### src/design/dspp_pkg.sv
// shared types and constants for the serial and printer port register block
package dspp_pkg;

   localparam int TickPeriodDefault = 100;
   localparam logic [16:0] BaudClock = 17'd125000;

   localparam logic [1:0] KIND_READ  = 2'd0;
   localparam logic [1:0] KIND_WRITE = 2'd1;
   localparam logic [1:0] KIND_TICK  = 2'd2;

   localparam logic [3:0] PORT_A_DATA = 4'd0;
   localparam logic [3:0] PORT_A_CTRL = 4'd1;
   localparam logic [3:0] PORT_B_DATA = 4'd2;
   localparam logic [3:0] PORT_B_CTRL = 4'd3;
   localparam logic [3:0] PORT_BAUD_LO = 4'd4;
   localparam logic [3:0] PORT_BAUD_HI = 4'd5;
   localparam logic [3:0] PORT_BAUD_MODE = 4'd7;
   localparam logic [3:0] PORT_PRINT = 4'd8;

   localparam logic [7:0] BAUD_ARM_TX = 8'h36;
   localparam logic [7:0] BAUD_ARM_RX = 8'h76;

   localparam logic [1:0] BAUD_NONE = 2'd0;
   localparam logic [1:0] BAUD_TX = 2'd1;
   localparam logic [1:0] BAUD_RX = 2'd2;

   typedef enum logic [1:0] {
      ST_IDLE,
      ST_DIVIDE,
      ST_DONE
   } state_type;

   // controller to datapath
   typedef struct packed {
      logic take;       // latch the request and do the register work
      logic div_start;  // load the divider
      logic div_step;   // one quotient bit
   } cmd_type;

   // datapath to controller
   typedef struct packed {
      logic need_div;
      logic div_last;
   } status_type;

   function automatic logic [1:0] len_code(input logic [1:0] c);
      case (c)
         2'd0: len_code = 2'd0;
         2'd1: len_code = 2'd2;
         2'd2: len_code = 2'd1;
         default: len_code = 2'd3;
      endcase
   endfunction

endpackage

### src/design/dspp_ctrl.sv
// controller state machine: accept, divide, hold the result word
module dspp_ctrl
   import dspp_pkg::*;
(
   input  logic       clock,
   input  logic       reset,
   input  logic       req_valid,
   output logic       req_stall,
   output logic       rsp_valid,
   input  logic       rsp_stall,
   input  status_type status,
   output cmd_type    cmd
);

   state_type state_ff, state_in;

   always_ff @(posedge clock) begin
      if (reset) begin
         state_ff <= ST_IDLE;
      end else begin
         state_ff <= state_in;
      end
   end

   always_comb begin
      state_in = state_ff;
      cmd = '0;
      req_stall = 1'b1;
      rsp_valid = 1'b0;
      case (state_ff)
         ST_IDLE: begin
            req_stall = 1'b0;
            if (req_valid) begin
               cmd.take = 1'b1;
               state_in = ST_DONE;
            end
         end
         ST_DIVIDE: begin
            cmd.div_step = 1'b1;
            if (status.div_last) state_in = ST_DONE;
         end
         ST_DONE: begin
            if (status.need_div) begin
               cmd.div_start = 1'b1;
               state_in = ST_DIVIDE;
            end else begin
               rsp_valid = 1'b1;
               if (!rsp_stall) state_in = ST_IDLE;
            end
         end
         default: state_in = ST_IDLE;
      endcase
   end

endmodule

### src/design/dspp_path.sv
// datapath: channel registers, baud loader, printer latch, tick timer, divider
module dspp_path
   import dspp_pkg::*;
#(
   parameter int TICK_PERIOD = TickPeriodDefault
) (
   input  logic        clock,
   input  logic        reset,
   input  cmd_type     cmd,
   output status_type  status,
   input  logic        csr_write,
   input  logic        csr_wdata,
   input  logic [1:0]  req_kind,
   input  logic [3:0]  req_port,
   input  logic [7:0]  req_wdata,
   input  logic        req_rx_available,
   input  logic        req_clear_to_send,
   input  logic        req_tx_empty,
   input  logic        req_all_sent,
   input  logic [7:0]  req_rx_byte,
   input  logic        req_printer_busy,
   output logic [7:0]  rsp_rdata,
   output logic [7:0]  rsp_out_byte,
   output logic        rsp_send_valid,
   output logic        rsp_print_valid,
   output logic        rsp_rx_pop,
   output logic [1:0]  rsp_baud_kind,
   output logic [16:0] rsp_baud_rate,
   output logic        rsp_irq_pulse,
   output logic        rsp_break_pulse,
   output logic [1:0]  rsp_modem_lines,
   output logic [3:0]  rsp_char_lengths,
   output logic [3:0]  rsp_parity_stop
);

   localparam logic [6:0] Period = 7'(TICK_PERIOD);

   logic       en_ff;
   logic       a_phase_ff, b_phase_ff;
   logic [2:0] a_ptr_ff, b_ptr_ff;
   logic [7:0] a_regs_ff [8];
   logic [7:0] b_regs_ff [8];
   logic [7:0] a_st0_ff, a_st1_ff, b_st0_ff, a_latch_ff, b_latch_ff;
   logic [2:0] baud_step_ff;
   logic [7:0] baud_lo_ff, print_char_ff;
   logic [6:0] tick_ff;
   logic [9:0] rep_ff;

   logic [7:0] rdata_ff, out_ff;
   logic       send_ff, print_ff, pop_ff, irq_ff, brk_ff, need_div_ff;
   logic [1:0] bkind_ff;

   // divider: restoring, one quotient bit per cycle
   logic [15:0] divisor_ff;
   logic [16:0] quot_ff;
   logic [16:0] rem_ff;
   logic [4:0]  div_cnt_ff;

   // combinational next state for one item
   logic       a_phase_in, b_phase_in;
   logic [2:0] a_ptr_in, b_ptr_in;
   logic [7:0] a_regs_in [8];
   logic [7:0] b_regs_in [8];
   logic [7:0] a_st0_in, a_st1_in, b_st0_in, a_latch_in, b_latch_in;
   logic [2:0] baud_step_in;
   logic [7:0] baud_lo_in, print_char_in;
   logic [6:0] tick_in;
   logic [9:0] rep_in;
   logic [7:0] rdata_in, out_in;
   logic       send_in, print_in, pop_in, irq_in, brk_in, need_div_in;
   logic [1:0] bkind_in;
   logic [15:0] count_in;

   logic       a_wr, b_wr;
   logic [2:0] a_reg, b_reg;
   logic [7:0] a_old, a_diff;
   logic [2:0] rd_reg;
   logic [6:0] tick_inc;
   logic [17:0] trial;

   always_comb begin
      a_phase_in = a_phase_ff; b_phase_in = b_phase_ff;
      a_ptr_in = a_ptr_ff; b_ptr_in = b_ptr_ff;
      a_regs_in = a_regs_ff; b_regs_in = b_regs_ff;
      a_st0_in = a_st0_ff; a_st1_in = a_st1_ff; b_st0_in = b_st0_ff;
      a_latch_in = a_latch_ff; b_latch_in = b_latch_ff;
      baud_step_in = baud_step_ff; baud_lo_in = baud_lo_ff;
      print_char_in = print_char_ff; tick_in = tick_ff; rep_in = rep_ff;
      rdata_in = 8'hFF; out_in = 8'h00;
      send_in = 1'b0; print_in = 1'b0; pop_in = 1'b0; irq_in = 1'b0;
      brk_in = 1'b0; need_div_in = 1'b0; bkind_in = BAUD_NONE;
      count_in = {req_wdata, baud_lo_ff};
      a_wr = 1'b0; b_wr = 1'b0; a_reg = 3'd0; b_reg = 3'd0;
      a_old = 8'h00; a_diff = 8'h00; rd_reg = 3'd0;
      tick_inc = tick_ff;

      if (req_kind == KIND_READ && en_ff) begin
         case (req_port)
            PORT_A_DATA: begin
               a_latch_in = req_rx_byte; rdata_in = req_rx_byte; pop_in = 1'b1;
            end
            PORT_A_CTRL: begin
               rd_reg = a_phase_ff ? a_ptr_ff : 3'd0;
               a_phase_in = 1'b0;
               if (rd_reg == 3'd0) begin
                  a_st0_in = (a_st0_ff & ~8'h25) | {2'b00, req_clear_to_send, 2'b00,
                             req_tx_empty, 1'b0, req_rx_available};
                  rdata_in = a_st0_in;
               end else if (rd_reg == 3'd1) begin
                  a_st1_in = {7'd0, req_all_sent};
                  rdata_in = a_st1_in;
               end else if (rd_reg == 3'd2) begin
                  rdata_in = a_regs_ff[2];
               end
            end
            PORT_B_DATA: rdata_in = b_latch_ff;
            PORT_B_CTRL: begin
               rd_reg = b_phase_ff ? b_ptr_ff : 3'd0;
               b_phase_in = 1'b0;
               if (rd_reg == 3'd0) begin
                  b_st0_in = (b_st0_ff & ~8'h20) | {2'b00, ~req_printer_busy, 5'd0};
                  rdata_in = b_st0_in;
               end else if (rd_reg == 3'd1) begin
                  rdata_in = 8'h00;
               end else if (rd_reg == 3'd2) begin
                  rdata_in = b_regs_ff[2];
               end
            end
            default: ;
         endcase
      end else if (req_kind == KIND_WRITE && en_ff) begin
         case (req_port)
            PORT_A_DATA: begin
               a_latch_in = req_wdata; out_in = req_wdata; send_in = 1'b1;
            end
            PORT_A_CTRL: begin
               if (!a_phase_ff) begin
                  a_ptr_in = req_wdata[2:0];
                  if (req_wdata[2:0] != 3'd0) a_phase_in = 1'b1;
                  else a_wr = 1'b1;
                  a_reg = 3'd0;
               end else begin
                  a_phase_in = 1'b0; a_wr = 1'b1; a_reg = a_ptr_ff;
               end
            end
            PORT_B_DATA: b_latch_in = req_wdata;
            PORT_B_CTRL: begin
               if (!b_phase_ff) begin
                  b_ptr_in = req_wdata[2:0];
                  if (req_wdata[2:0] != 3'd0) b_phase_in = 1'b1;
                  else b_wr = 1'b1;
                  b_reg = 3'd0;
               end else begin
                  b_phase_in = 1'b0; b_wr = 1'b1; b_reg = b_ptr_ff;
               end
            end
            PORT_BAUD_LO, PORT_BAUD_HI: begin
               if (baud_step_ff == 3'd1 || baud_step_ff == 3'd3) begin
                  baud_lo_in = req_wdata;
                  baud_step_in = baud_step_ff + 3'd1;
               end else if (baud_step_ff == 3'd2 || baud_step_ff == 3'd4) begin
                  bkind_in = (baud_step_ff == 3'd2) ? BAUD_TX : BAUD_RX;
                  need_div_in = (count_in != 16'd0);
                  baud_step_in = 3'd0;
               end
            end
            PORT_BAUD_MODE: begin
               if (req_wdata == BAUD_ARM_TX) baud_step_in = 3'd1;
               else if (req_wdata == BAUD_ARM_RX) baud_step_in = 3'd3;
            end
            PORT_PRINT: print_char_in = req_wdata;
            default: ;
         endcase

         if (a_wr) begin
            a_old = a_regs_ff[a_reg];
            a_diff = a_old ^ req_wdata;
            if (a_reg == 3'd5) begin
               if (a_diff[1]) rep_in[0] = req_wdata[1];
               if (a_diff[4] && req_wdata[4]) brk_in = 1'b1;
               if (a_diff[6] || a_diff[5]) rep_in[3:2] = len_code(req_wdata[6:5]);
               if (a_diff[7]) rep_in[1] = req_wdata[7];
            end else if (a_reg == 3'd4) begin
               if (a_diff[1:0] != 2'd0)
                  rep_in[7:6] = (req_wdata[1:0] == 2'd1) ? 2'd1 :
                                ((req_wdata[1:0] == 2'd3) ? 2'd2 : 2'd0);
               if (a_diff[3:2] != 2'd0 && req_wdata[3:2] != 2'd0)
                  rep_in[9:8] = req_wdata[3:2] - 2'd1;
            end else if (a_reg == 3'd3) begin
               if (a_diff[7:6] != 2'd0) rep_in[5:4] = len_code(req_wdata[7:6]);
            end
            if (a_reg == 3'd0 && req_wdata[7:3] == 5'd3) begin
               a_phase_in = 1'b0; a_ptr_in = 3'd0; a_latch_in = 8'h00;
               for (int i = 0; i < 8; i++) a_regs_in[i] = 8'h00;
               a_st0_in = 8'h00; a_st1_in = 8'h00;
            end
            a_regs_in[a_reg] = req_wdata;
         end

         if (b_wr) begin
            if (b_reg == 3'd0 && req_wdata[7:3] == 5'd3) begin
               b_phase_in = 1'b0; b_ptr_in = 3'd0; b_latch_in = 8'h00;
               for (int i = 0; i < 8; i++) b_regs_in[i] = 8'h00;
               b_st0_in = 8'h00;
            end
            b_regs_in[b_reg] = req_wdata;
            // strobe falling edge emits the printer character
            if (b_reg == 3'd5 && b_regs_ff[5][7] && !req_wdata[7]) begin
               print_in = 1'b1; out_in = print_char_ff;
            end
         end
      end else if (req_kind == KIND_TICK) begin
         if (tick_ff < Period) tick_inc = tick_ff + 7'd1;
         tick_in = tick_inc;
         if (tick_inc >= Period && en_ff && (a_regs_ff[1][4] || a_regs_ff[1][3])) begin
            if (req_rx_available) begin
               irq_in = 1'b1; a_st0_in = a_st0_ff | 8'h03;
            end else begin
               a_st0_in = a_st0_ff & ~8'h03;
            end
            tick_in = 7'd0;
         end
      end
   end

   assign trial = {rem_ff, quot_ff[16]} - {2'b00, divisor_ff};

   always_ff @(posedge clock) begin
      if (reset) begin
         en_ff <= 1'b1;
         a_phase_ff <= 1'b0; b_phase_ff <= 1'b0;
         a_ptr_ff <= 3'd0; b_ptr_ff <= 3'd0;
         for (int i = 0; i < 8; i++) begin
            a_regs_ff[i] <= 8'h00; b_regs_ff[i] <= 8'h00;
         end
         a_st0_ff <= 8'h00; a_st1_ff <= 8'h00; b_st0_ff <= 8'h00;
         a_latch_ff <= 8'h00; b_latch_ff <= 8'h00;
         baud_step_ff <= 3'd0; baud_lo_ff <= 8'h00; print_char_ff <= 8'hFF;
         tick_ff <= 7'd0; rep_ff <= 10'd0;
         need_div_ff <= 1'b0;
      end else begin
         if (csr_write) en_ff <= csr_wdata;
         if (cmd.take) begin
            a_phase_ff <= a_phase_in; b_phase_ff <= b_phase_in;
            a_ptr_ff <= a_ptr_in; b_ptr_ff <= b_ptr_in;
            a_regs_ff <= a_regs_in; b_regs_ff <= b_regs_in;
            a_st0_ff <= a_st0_in; a_st1_ff <= a_st1_in; b_st0_ff <= b_st0_in;
            a_latch_ff <= a_latch_in; b_latch_ff <= b_latch_in;
            baud_step_ff <= baud_step_in; baud_lo_ff <= baud_lo_in;
            print_char_ff <= print_char_in; tick_ff <= tick_in; rep_ff <= rep_in;
            need_div_ff <= need_div_in;
         end else if (cmd.div_start) begin
            need_div_ff <= 1'b0;
         end
      end
   end

   // result word and divider, no reset needed
   always_ff @(posedge clock) begin
      if (cmd.take) begin
         rdata_ff <= rdata_in; out_ff <= out_in; send_ff <= send_in;
         print_ff <= print_in; pop_ff <= pop_in; irq_ff <= irq_in;
         brk_ff <= brk_in; bkind_ff <= bkind_in;
         divisor_ff <= count_in;
         quot_ff <= 17'd0;
      end else if (cmd.div_start) begin
         quot_ff <= BaudClock;
         rem_ff <= 17'd0;
         div_cnt_ff <= 5'd0;
      end else if (cmd.div_step) begin
         if (!trial[17]) begin
            rem_ff <= trial[16:0];
            quot_ff <= {quot_ff[15:0], 1'b1};
         end else begin
            rem_ff <= {rem_ff[15:0], quot_ff[16]};
            quot_ff <= {quot_ff[15:0], 1'b0};
         end
         div_cnt_ff <= div_cnt_ff + 5'd1;
      end
   end

   assign status.need_div = need_div_ff;
   assign status.div_last = (div_cnt_ff == 5'd16);

   assign rsp_rdata = rdata_ff;
   assign rsp_out_byte = out_ff;
   assign rsp_send_valid = send_ff;
   assign rsp_print_valid = print_ff;
   assign rsp_rx_pop = pop_ff;
   assign rsp_baud_kind = bkind_ff;
   assign rsp_baud_rate = quot_ff;
   assign rsp_irq_pulse = irq_ff;
   assign rsp_break_pulse = brk_ff;
   assign rsp_modem_lines = rep_ff[1:0];
   assign rsp_char_lengths = rep_ff[5:2];
   assign rsp_parity_stop = rep_ff[9:6];

endmodule

### src/design/dual_serial_printer_port_regs.sv
// top level of the dual serial channel and printer port register block
// the result word is shown in the cycle after accept for reads, writes and ticks
// the second baud byte write with a nonzero count first runs the 17-bit divider
// a new request is taken only once the result word of the last one is taken
// reset: synchronous active high; port enabled, print char 0xff, rest zero but the result word and divider
module dual_serial_printer_port_regs
   import dspp_pkg::*;
#(
   parameter int TICK_PERIOD = TickPeriodDefault
) (
   input  logic        clock,
   input  logic        reset,
   // configuration
   input  logic        csr_write,
   input  logic        csr_wdata,
   // request word
   input  logic        req_valid,
   output logic        req_stall,
   input  logic [1:0]  req_kind,
   input  logic [3:0]  req_port,
   input  logic [7:0]  req_wdata,
   input  logic        req_rx_available,
   input  logic        req_clear_to_send,
   input  logic        req_tx_empty,
   input  logic        req_all_sent,
   input  logic [7:0]  req_rx_byte,
   input  logic        req_printer_busy,
   // response word
   output logic        rsp_valid,
   input  logic        rsp_stall,
   output logic [7:0]  rsp_rdata,
   output logic [7:0]  rsp_out_byte,
   output logic        rsp_send_valid,
   output logic        rsp_print_valid,
   output logic        rsp_rx_pop,
   output logic [1:0]  rsp_baud_kind,
   output logic [16:0] rsp_baud_rate,
   output logic        rsp_irq_pulse,
   output logic        rsp_break_pulse,
   output logic [1:0]  rsp_modem_lines,
   output logic [3:0]  rsp_char_lengths,
   output logic [3:0]  rsp_parity_stop
);

   cmd_type    cmd;
   status_type status;

   // sequencing of accept, divide and result hold
   dspp_ctrl u_ctrl (
      .clock(clock), .reset(reset),
      .req_valid(req_valid), .req_stall(req_stall),
      .rsp_valid(rsp_valid), .rsp_stall(rsp_stall),
      .status(status), .cmd(cmd)
   );

   // register file, line settings tracking and baud divider
   dspp_path #(.TICK_PERIOD(TICK_PERIOD)) u_path (
      .clock(clock), .reset(reset), .cmd(cmd), .status(status),
      .csr_write(csr_write), .csr_wdata(csr_wdata),
      .req_kind(req_kind), .req_port(req_port), .req_wdata(req_wdata),
      .req_rx_available(req_rx_available), .req_clear_to_send(req_clear_to_send),
      .req_tx_empty(req_tx_empty), .req_all_sent(req_all_sent),
      .req_rx_byte(req_rx_byte), .req_printer_busy(req_printer_busy),
      .rsp_rdata(rsp_rdata), .rsp_out_byte(rsp_out_byte),
      .rsp_send_valid(rsp_send_valid), .rsp_print_valid(rsp_print_valid),
      .rsp_rx_pop(rsp_rx_pop), .rsp_baud_kind(rsp_baud_kind),
      .rsp_baud_rate(rsp_baud_rate), .rsp_irq_pulse(rsp_irq_pulse),
      .rsp_break_pulse(rsp_break_pulse), .rsp_modem_lines(rsp_modem_lines),
      .rsp_char_lengths(rsp_char_lengths), .rsp_parity_stop(rsp_parity_stop)
   );

endmodule
### config.mk
export PLATFORM = sky130hd
export DESIGN_NAME = dual_serial_printer_port_regs
export DESIGN_NICKNAME = d
export VERILOG_FILES = /design/src/design/dspp_pkg.sv /design/src/design/dspp_ctrl.sv /design/src/design/dspp_path.sv /design/src/design/dual_serial_printer_port_regs.sv
export SDC_FILE = /design/constraint.sdc
export NUM_CORES = 1
export LEC_CHECK = 0
export ABC_AREA = 1
export BUFFER_PORTS_ARGS = -buffer_cell sky130_fd_sc_hd__buf_2
export CORE_MARGIN = 2
export CORE_UTILIZATION = 50
export CTS_CLUSTER_DIAMETER = 40
export DETAILED_ROUTE_END_ITERATION = 6
export PLACE_DENSITY = 0.8
export SETUP_SLACK_MARGIN = 0.15
export SYNTH_ARGS = -nofsm -noshare
export SYNTH_HDL_FRONTEND = slang
export SYNTH_SLANG_ARGS = --single-unit
### constraint.sdc
create_clock -name clock -period 8.8 [get_ports clock]
set_clock_uncertainty 0.15 [all_clocks]
set_input_delay 1.76 -clock clock [delete_from_list [all_inputs] [get_ports clock]]
set_output_delay 1.76 -clock clock [all_outputs]
set_load 0.01 [all_outputs]
==> impl_metrics.py <==
metrics = {
    "global_routing": {
        "grt_pass1_vias": 8847,
        "grt_start_max_net_pins": 84,
        "grt_usage_pct": 25.4,
        "antenna_found_initial": 2,
        "grt_overflow": 0,
        "grt_pass1_wl_um": 44500,
    },
    "place": {
        "placed_cells": 1645,
        "gp_congestion": 0.916,
        "dpl.hpwl_um": 19300,
        "io_buffer_count": 84,
    },
    "yosys": {
        "syn_nets": 1392,
        "synth_top_family_by_area": "simple AND/OR/NAND/NOR gates",
        "synth_edf_count": 61,
        "yosys.area_share.simple_pct": 25.0,
        "synth_xor_area_share_pct": 1.46,
        "synth_common_cells": "nand2_1, dfxtp_1, a21oi_1",
        "synth_seq_area_share_pct": 45.7,
        "synth_ff_type": "dfxtp_1",
        "avgSynthCellArea_um2": 7.67,
        "ys_types": 51,
        "synth_warnings": 0,
        "yosys.area.top_type": "dfxtp_1",
        "yosysTopAreaCellShare_pct": 27.8,
        "yosys-top-cells-area": "dfxtp_1, edfxtp_1, nand2_1, a21oi_1, inv_1",
        "synth_adder_area_share_pct": 3.38,
        "synth.most_common_cell": "nand2_1",
        "synth_compound_gate_area_share_pct": 16.6,
        "synth_area_um2": 10200,
        "synthMuxAreaShare_pct": 0,
        "synthArstFlopShare_pct": 0,
        "syn_inst": 1332,
        "synth_seq_cells": 203,
    },
    "power": {
        "switchingPower_uw": 555,
        "swShare_pct": 24.1,
        "p_int_uw": 1750,
        "max-vdd-ir-drop_mv": 0.111,
        "p_leak_uw": 0.00487,
        "clock_power_share_pct": 51.9,
        "power.density_nw_per_um2": 195,
        "seq_power_share_pct": 42.5,
        "combPwrFrac_pct": 5.6,
    },
    "clock_tree": {
        "hold_buffers": 0,
        "clkTransAtPathRegs_ns": 0.07,
        "clk_path_buf_depth": 3,
        "cts_resized": 0,
        "cts_tree": "yes",
        "h-tree-depth": 1,
        "cts_setup_buffers": 0,
        "worstSkewPairLatency_ns": 0.55,
        "cts_buffers": 28,
        "root_buffer": "clkbuf_16",
        "clock-sinks": 203,
    },
    "setup_path": {
        "cp-end-kind": "flop",
        "path_cells": "buf_2 > buf_4 > clkinv_1 > nand2_2 > a211oi_1",
        "crit_fanout": 83,
        "critPathRequiredTime_ns": 9.04,
        "cpPeakStageDelay_ns": 1.13,
        "rr_worst_depth": 11,
        "crit_slowest_cell": "clkinv_1",
        "path_class": "input pin to flop",
        "cp-start-kind": "input pin",
        "crit_arrival_ns": 4.28,
    },
    "timing": {
        "finalHoldViolCount": 0,
        "fin_tns_setup_ns": 0,
        "setup_viol": 0,
        "fmax_mhz": 247,
        "relSlewSlack_pct": 28.0,
        "fin_crit_ns": 4.05,
        "slew_viol_final": 0,
        "fin_crit_sh_pct": 46.0,
        "worstMarginPinSlew_ns": 1.07,
        "rsz0062_at_grt": "false",
    },
    "route": {
        "via_per_inst": 5.60,
        "wl_per_cell_um": 16.7,
        "drtIter0Drc": 908,
        "num_vias": 9521,
        "finalWirelength_um": 28300,
        "dr.pass1.iters": 6,
        "remaining_drc_errors": 0,
        "route.antenna.remaining_nets": 0,
    },
    "floorplan": {
        "die_h_um": 147,
        "die_area_um2": 21600,
        "core_um2": 20200,
        "top_level_ports": 85,
        "initial_utilization_pct": 50.7,
        "die_w_um": 147,
        "row_count": 52,
    },
    "cells_and_area": {
        "area_growth_pct": 15.6,
        "regArea_um2": 4670,
        "stdcell_count": 1699,
        "multi_input_area_um2": 4750,
        "num-nets-final": 1465,
        "fillers": 1774,
        "layout-drive-gt1-share_pct": 12.9,
    },
    "min_path": {
        "hold_depth": 0,
        "hp-class": "flop to flop",
    },
    "job": {
        "max_cap_violations": 0,
    },
    "outcome": {
        "outcome": "completed",
    },
}
==> power by group through the flow <==
stage | combinational, uW | sequential (uW) | clock [uW]
floorplan | 78.4 | 1000 | 0
global placement | 124 | 999 | 0
detailed placement | 126 | 999 | 0
CTS | 127 | 979 | 1210
global route | 141 | 980 | 1250
finish | 130 | 979 | 1200
==> layer usage <==
metal	global-route usage, %	share of wire, %	vias up
li1	-	-	4595
met1	32.2	40	4396
met2	43.9	48	441
met3	2.89	7.0	89
met4	11.3	4.1	0
met5	0	0	-
==> layout make-up <==
class	count	share of cell area [%]
diodes	2	0.0424
inverters	157	5.00
repair buffers	87	3.75
well taps	270	2.86
clock buffers	35	6.69
clock inverters	17	1.86
multi-input cells	928	40.2
flip-flops and latches	203	39.6
==> sequential cells by signal (all words and copies together) (netlist names), 2 cells and up <==
| signal | flops |
|---|---|
| u_path.print_char_ff | 8 |
| u_path.rsp_baud_rate | 17 |
| u_path.tick_ff | 7 |
| u_path.rsp_out_byte | 8 |
| u_path.a_regs_ff | 59 |
| u_path.b_regs_ff | 9 |
| u_path.b_latch_ff | 8 |
| u_path.rsp_baud_kind | 2 |
| u_path.rem_ff | 17 |
| u_path.baud_step_ff | 3 |
| u_ctrl.state_ff | 2 |
| u_path.baud_lo_ff | 8 |
| u_path.divisor_ff | 16 |
| u_path.div_cnt_ff | 5 |
| u_path.a_ptr_ff | 3 |
| u_path.b_ptr_ff | 3 |
| u_path.rep_ff | 10 |
| u_path.rsp_rdata | 8 |
==> final timing paths <==
check                                           from              endpoint  slack, ns
worst min-delay path            u_path.baud_lo_ff[1]  u_path.divisor_ff[1]       0.31
worst min register to register  u_path.baud_lo_ff[1]  u_path.divisor_ff[1]       0.31
worst max-delay path                           reset  u_path.b_latch_ff[4]       4.75
worst max register to register      u_path.rem_ff[9]     u_path.rem_ff[13]       5.54
==> through the flow <==
step / setup WS [ns] / hold WS, ns / total power, uW / cell area, um2 / util (%)
4_1_cts: 4.82 / 0.307 / 2310 / 11800 / 58.5
3_5_place_dp: 4.30 / 0.291 / 1130 / 10800 / 53.5
2_1_floorplan: 4.39 / 0.281 / 1080 / 10200 / -
6_report: 4.75 / 0.306 / 2310 / 11800 / 58.6
5_1_grt: 4.64 / 0.312 / 2370 / 11800 / 58.6
3_3_place_gp: 4.33 / 0.289 / 1120 / 10800 / 53.5
==> critical path: cells and delay by family <==
kind                   cells  cell delay, ns
AO/OA/AOI/OAI              1            0.08
AND/OR/NAND/NOR            1            0.51
buffers and inverters      3            1.90
==> layout by cell type, fill, tap and decap left out, types with 6 or more instances in the layout <==
cell,instances
a21oi_1,138
dfxtp_1,142
nand2_1,338
nand2_2,6
edfxtp_1,61
xnor2_1,11
clkinv_1,7
inv_1,137
a22oi_1,15
nor2_2,7
inv_2,13
buf_2,84
a211oi_1,17
o211ai_1,10
nor2_1,117
a221oi_1,9
nor3_1,13
nand3b_1,9
o21ai_0,81
nand4_1,12
ha_1,26
nand3_1,65
clkbuf_16,31
xor2_1,6
==> cells by family (layout without fill, tap and decap cells) <==
| family | after synthesis | in the layout |
|---|---|---|
| fa+ha+maj | 27 | 27 |
| compound gates | 295 | 295 |
| flops | 203 | 203 |
| simple gates | 589 | 589 |
| other cells | 0 | 2 |
| buf+inv | 201 | 296 |
| xor+xnor | 17 | 17 |
Note: power is estimated with default switching activity, not from simulation.
